--- config.mk ---
export PLATFORM = sky130hd
export DESIGN_NAME = bses_ctrl
export DESIGN_NICKNAME = d
export VERILOG_FILES = /design/src/hw/rtl/bses_pkg.sv /design/src/hw/rtl/bses_ctrl.sv
export SDC_FILE = /design/constraint.sdc
export NUM_CORES = 1
export LEC_CHECK = 0
export BUFFER_PORTS_ARGS = -buffer_cell sky130_fd_sc_hd__clkbuf_2
export CORE_AREA = 4 4 41 43
export CTS_CLUSTER_DIAMETER = 60
export DETAILED_ROUTE_END_ITERATION = 8
export DIE_AREA = 0 0 45 47
export PLACE_DENSITY_LB_ADDON = 0.12
export SLEW_MARGIN = 20
export SYNTH_ARGS = -nofsm -noshare
export SYNTH_HDL_FRONTEND = slang
export SYNTH_SLANG_ARGS = --single-unit
export TNS_END_PERCENT = 5
--- constraint.sdc ---
create_clock -name clk_i -period 1.14 [get_ports clk_i]
set_clock_uncertainty 0.05 [all_clocks]
set_input_delay 0.228 -clock clk_i [delete_from_list [all_inputs] [get_ports clk_i]]
set_output_delay 0.228 -clock clk_i [all_outputs]
set_load 0.02 [all_outputs]
--- src/hw/rtl/bses_pkg.sv ---
package bses_pkg;

  localparam int unsigned DataW = 32;
  localparam int unsigned SumW  = 48;
  localparam int unsigned CfgIdxW = 3;

  localparam logic [CfgIdxW-1:0] CFG_PV_SIZE        = 3'd0;
  localparam logic [CfgIdxW-1:0] CFG_CAPACITY       = 3'd1;
  localparam logic [CfgIdxW-1:0] CFG_CHARGE_GAIN    = 3'd2;
  localparam logic [CfgIdxW-1:0] CFG_DISCHARGE_GAIN = 3'd3;
  localparam logic [CfgIdxW-1:0] CFG_UPPER_SLOPE    = 3'd4;
  localparam logic [CfgIdxW-1:0] CFG_LOWER_SLOPE    = 3'd5;
  localparam logic [CfgIdxW-1:0] CFG_INITIAL_ENERGY = 3'd6;

  typedef struct packed {
    logic [DataW-1:0] pv_size;
    logic [DataW-1:0] capacity;
    logic [DataW-1:0] charge_gain;
    logic [DataW-1:0] discharge_gain;
    logic [DataW-1:0] upper_limit_slope;
    logic [DataW-1:0] lower_limit_slope;
    logic [DataW-1:0] initial_energy;
  } cfg_t;

  typedef struct packed {
    logic capture;
    logic gen;
    logic req;
    logic div;
    logic init;
    logic search;
    logic apply;
    logic commit;
  } cmd_t;

  typedef struct packed {
    logic found;
    logic exhausted;
    logic out_free;
  } sts_t;

endpackage

--- src/hw/rtl/bses_ctrl.sv ---
module bses_ctrl (
  input  logic            clk_i,
  input  logic            rst_ni,
  input  logic            in_valid_i,
  output logic            in_ready_o,
  input  bses_pkg::sts_t  sts_i,
  output bses_pkg::cmd_t  cmd_o
);
  import bses_pkg::*;

  localparam logic [2:0] ST_IDLE   = 3'd0;
  localparam logic [2:0] ST_GEN    = 3'd1;
  localparam logic [2:0] ST_REQ    = 3'd2;
  localparam logic [2:0] ST_DIV    = 3'd3;
  localparam logic [2:0] ST_FIX    = 3'd4;
  localparam logic [2:0] ST_SEARCH = 3'd5;
  localparam logic [2:0] ST_APPLY  = 3'd6;
  localparam logic [2:0] ST_UPDATE = 3'd7;

  logic [2:0] state_q, state_d;

  always_comb begin
    state_d = state_q;
    case (state_q)
      ST_IDLE:   if (in_valid_i) state_d = ST_GEN;
      ST_GEN:    state_d = ST_REQ;
      ST_REQ:    state_d = ST_DIV;
      ST_DIV:    state_d = ST_FIX;
      ST_FIX:    state_d = ST_SEARCH;
      ST_SEARCH: if (sts_i.found || sts_i.exhausted) state_d = ST_APPLY;
      ST_APPLY:  state_d = ST_UPDATE;
      ST_UPDATE: if (sts_i.out_free) state_d = ST_IDLE;
      default:   state_d = ST_IDLE;
    endcase
  end

  always_ff @(posedge clk_i or negedge rst_ni) begin
    if (!rst_ni) begin
      state_q <= ST_IDLE;
    end else begin
      state_q <= state_d;
    end
  end

  assign in_ready_o = (state_q == ST_IDLE);

  always_comb begin
    cmd_o         = '0;
    cmd_o.capture = (state_q == ST_IDLE) && in_valid_i;
    cmd_o.gen     = (state_q == ST_GEN);
    cmd_o.req     = (state_q == ST_REQ);
    cmd_o.div     = (state_q == ST_DIV);
    cmd_o.init    = (state_q == ST_FIX);
    cmd_o.search  = (state_q == ST_SEARCH);
    cmd_o.apply   = (state_q == ST_APPLY);
    cmd_o.commit  = (state_q == ST_UPDATE) && sts_i.out_free;
  end

endmodule

==> impl_metrics.env <==
export IMPL_power_frac_seq_pct=19.0
export IMPL_setup_viol_count_final=11
export IMPL_rows=13
export IMPL_worst_setup_path_type="reg -> out"
export IMPL_synthCells=26
export IMPL_grt_usage_pct=9.03
export IMPL_grt_pass1_wl_um=1280
export IMPL_grt_setup_unrepaired="true"
export IMPL_grt_pass1_vias=315
export IMPL_cts_buffer_depth=2
export IMPL_synth_area_leader_cell="dfrtp_1"
export IMPL_dieArea_um2=2120
export IMPL_ys_seq_elements=3
export IMPL_reg2reg_from="state_q[2]"
export IMPL_wl_per_cell_um=10.9
export IMPL_cts_max_level=1
export IMPL_drive_gt1_share_pct=81.1
export IMPL_largestRegisters="state_q (3)"
export IMPL_ys_warnings_count=0
export IMPL_top_register="state_q"
export IMPL_synth_area_leaders="dfrtp_1 37%, nor3b_1 11%, nor3_1 9.8%"
export IMPL_worstPathArrival_ps=1160
export IMPL_p_sw_uw=627
export IMPL_hold_viol=0
export IMPL_power_density_nw_per_um2=2920
export IMPL_avgSynthCellArea_um2=7.89
export IMPL_violations="negative setup slack"
export IMPL_crit_fanout=5
export IMPL_pwr_share_clk_pct=12.5
export IMPL_first_iter_violations=7
export IMPL_setup_ws_ps=-298
export IMPL_synthToLayoutAreaGrowth_pct=154
export IMPL_regToRegSetupSlack_ps=-180
export IMPL_largest_register_ffs=3
export IMPL_start_kind="register"
export IMPL_vias=296
export IMPL_insertion_delay_ps=240
export IMPL_timing_critical_path_to_type="primary output"
export IMPL_synth_simple_area_share_pct=37.2
export IMPL_crit_required_ps=860
export IMPL_num_antenna_cells=0
export IMPL_p_int_uw=895
export IMPL_layout_min_cycle_time_ps=1440
export IMPL_synthXorXnorAreaFrac_pct=0
export IMPL_coreArea_um2=1300
export IMPL_muxShareOfSynthArea_pct=0
export IMPL_first_pass_iters=3
export IMPL_routed_wl_um=743
export IMPL_synth_area_um2=205
export IMPL_start_util_pct=15.8
export IMPL_relSlewSlack_pct=87.6
export IMPL_grt_remaining_overflow=0
export IMPL_io_buffers=14
export IMPL_cts_inserted_buffers=3
export IMPL_p_comb_share_pct=68.4
export IMPL_synth_fa_ha_area_share_pct=0
export IMPL_min_path_type="in -> async"
export IMPL_reg2reg_depth=3
export IMPL_tritoncts="done"
export IMPL_antenna_found_initial=0
export IMPL_path_clk_slew_ps=40
export IMPL_ir_worst_vdd_uv=1030
export IMPL_max_cap_violations=0
export IMPL_drc=0
export IMPL_synth_top_area_share_pct=36.6
export IMPL_dp_hpwl_um=532
export IMPL_pre_cts_ws_ps=-129
export IMPL_io_pins=15
export IMPL_final_cell_mix="12 x buf_4, 5 x clkbuf_2, 5 x buf_6"
export IMPL_gp_congestion=0.732
export IMPL_status="complete, but fails checks"
export IMPL_clock_sinks=3
export IMPL_cts_root_buf="clkbuf_4"
export IMPL_seq_area_frac_synth_pct=36.6
export IMPL_worst_slew_pin_slew_ps=185
export IMPL_fin_crit_sh_pct=126
export IMPL_synth_compound_area_share_pct=18.9
export IMPL_synth_nets=32
export IMPL_grt_max_degree=7
export IMPL_p_leak_uw=0.000244
export IMPL_synth_top_family_by_area="simple AND/OR/NAND/NOR gates"
export IMPL_nets=60
export IMPL_fmax_mhz=695
export IMPL_dieHeight_um=47
export IMPL_final_common_cell="buf_4"
export IMPL_die_w_um=45
export IMPL_timing_rr_end="state_q[1]"
export IMPL_vias_per_cell=4.35
export IMPL_yosys_cell_types_count=17
export IMPL_fin_setup_tns_ps=-2580
export IMPL_drv_slew=0
export IMPL_antenna_left=0
export IMPL_p_sw_share_pct=41.2
==> layer usage <==
metal / wire length (µm) / track usage, % / vias to the layer above
li1: - / - / 145
met1: 320 / 9.84 / 138
met2: 375 / 12.4 / 11
met3: 33 / 2.68 / 2
met4: 13 / 11.7 / 0
met5: 0 / 0 / -
==> critical path, cell delays in order, from the launching register on <==
cell	delay (ps)
dfrtp_2	460
buf_4	160
nor3b_2	150
buf_4	160
==> worst max path at each step <==
stage	from	endpoint	slack [ps]	cells after the start
2_1_floorplan	state_q[0]	cmd_o[7]	-150	3
3_3_place_gp	state_q[2]	state_q[1]	-140	3
3_5_place_dp	state_q[2]	state_q[1]	-130	3
4_1_cts	state_q[1]	cmd_o[7]	-320	3
5_1_grt	state_q[1]	cmd_o[6]	-350	3
6_report	state_q[1]	cmd_o[6]	-300	3
==> synth_stat cells <==
| library cell | number |
|---|---|
| nor3_1 | 4 |
| dfrtp_1 | 3 |
| nor3b_1 | 3 |
| a21oi_1 | 2 |
| clkbuf_1 | 2 |
| a22o_1 | 1 |
| a22oi_1 | 1 |
| and2_1 | 1 |
| and2_2 | 1 |
| inv_1 | 1 |
| inv_2 | 1 |
| nand2_1 | 1 |
| nor2_1 | 1 |
| nor2b_1 | 1 |
| o21ai_0 | 1 |
| o21bai_1 | 1 |
| or3_1 | 1 |
==> final cells by class <==
cell class,instances,area (µm²)
Multi-Input combinational cell,19,179
Clock buffer,4,26.3
Inverter,2,7.51
Tap cell,15,18.8
Sequential cell,3,78.8
Timing Repair Buffer,25,210
Fill cell,146,781
==> power groups by stage <==
stage          combinational [µW]  clock, µW  sequential [µW]
6_report                     1040        191              290
5_1_grt                      1110        218              308
4_1_cts                       901        198              272
3_5_place_dp                  753          0              272
3_3_place_gp                  763          0              270
2_1_floorplan                 566          0              211
==> stage by stage <==
| stage | instance area (µm²) | total power (µW) | cells | hold WS (ps) | utilization [%] |
|---|---|---|---|---|---|
| floorplan | 268 | 777 | 26 | -118 | - |
| global placement | 380 | 1030 | 59 | -24.9 | 29.2 |
| detailed placement | 380 | 1030 | 59 | -24.2 | 29.2 |
| CTS | 479 | 1370 | 66 | 267 | 36.8 |
| global route | 520 | 1630 | 68 | 267 | 40.0 |
| finish | 520 | 1520 | 68 | 266 | 40.0 |
==> kinds of logic (layout without fill, tap and decap cells) <==
logic type	Yosys count	in the layout
simple gates	13	13
compound gates	6	6
buf+inv	4	31
flops	3	3
==> repair_timing <==
item | 4_1_cts | 5_1_grt
resized for setup | 15 | 16
hold buffers | 1 | 0
pin swaps | 4 | 4
setup buffers | 2 | 2
endpoints found under the setup margin | 11 | 10
hold endpoints to repair | 3 | 0
(Power assumes the default switching activity.)
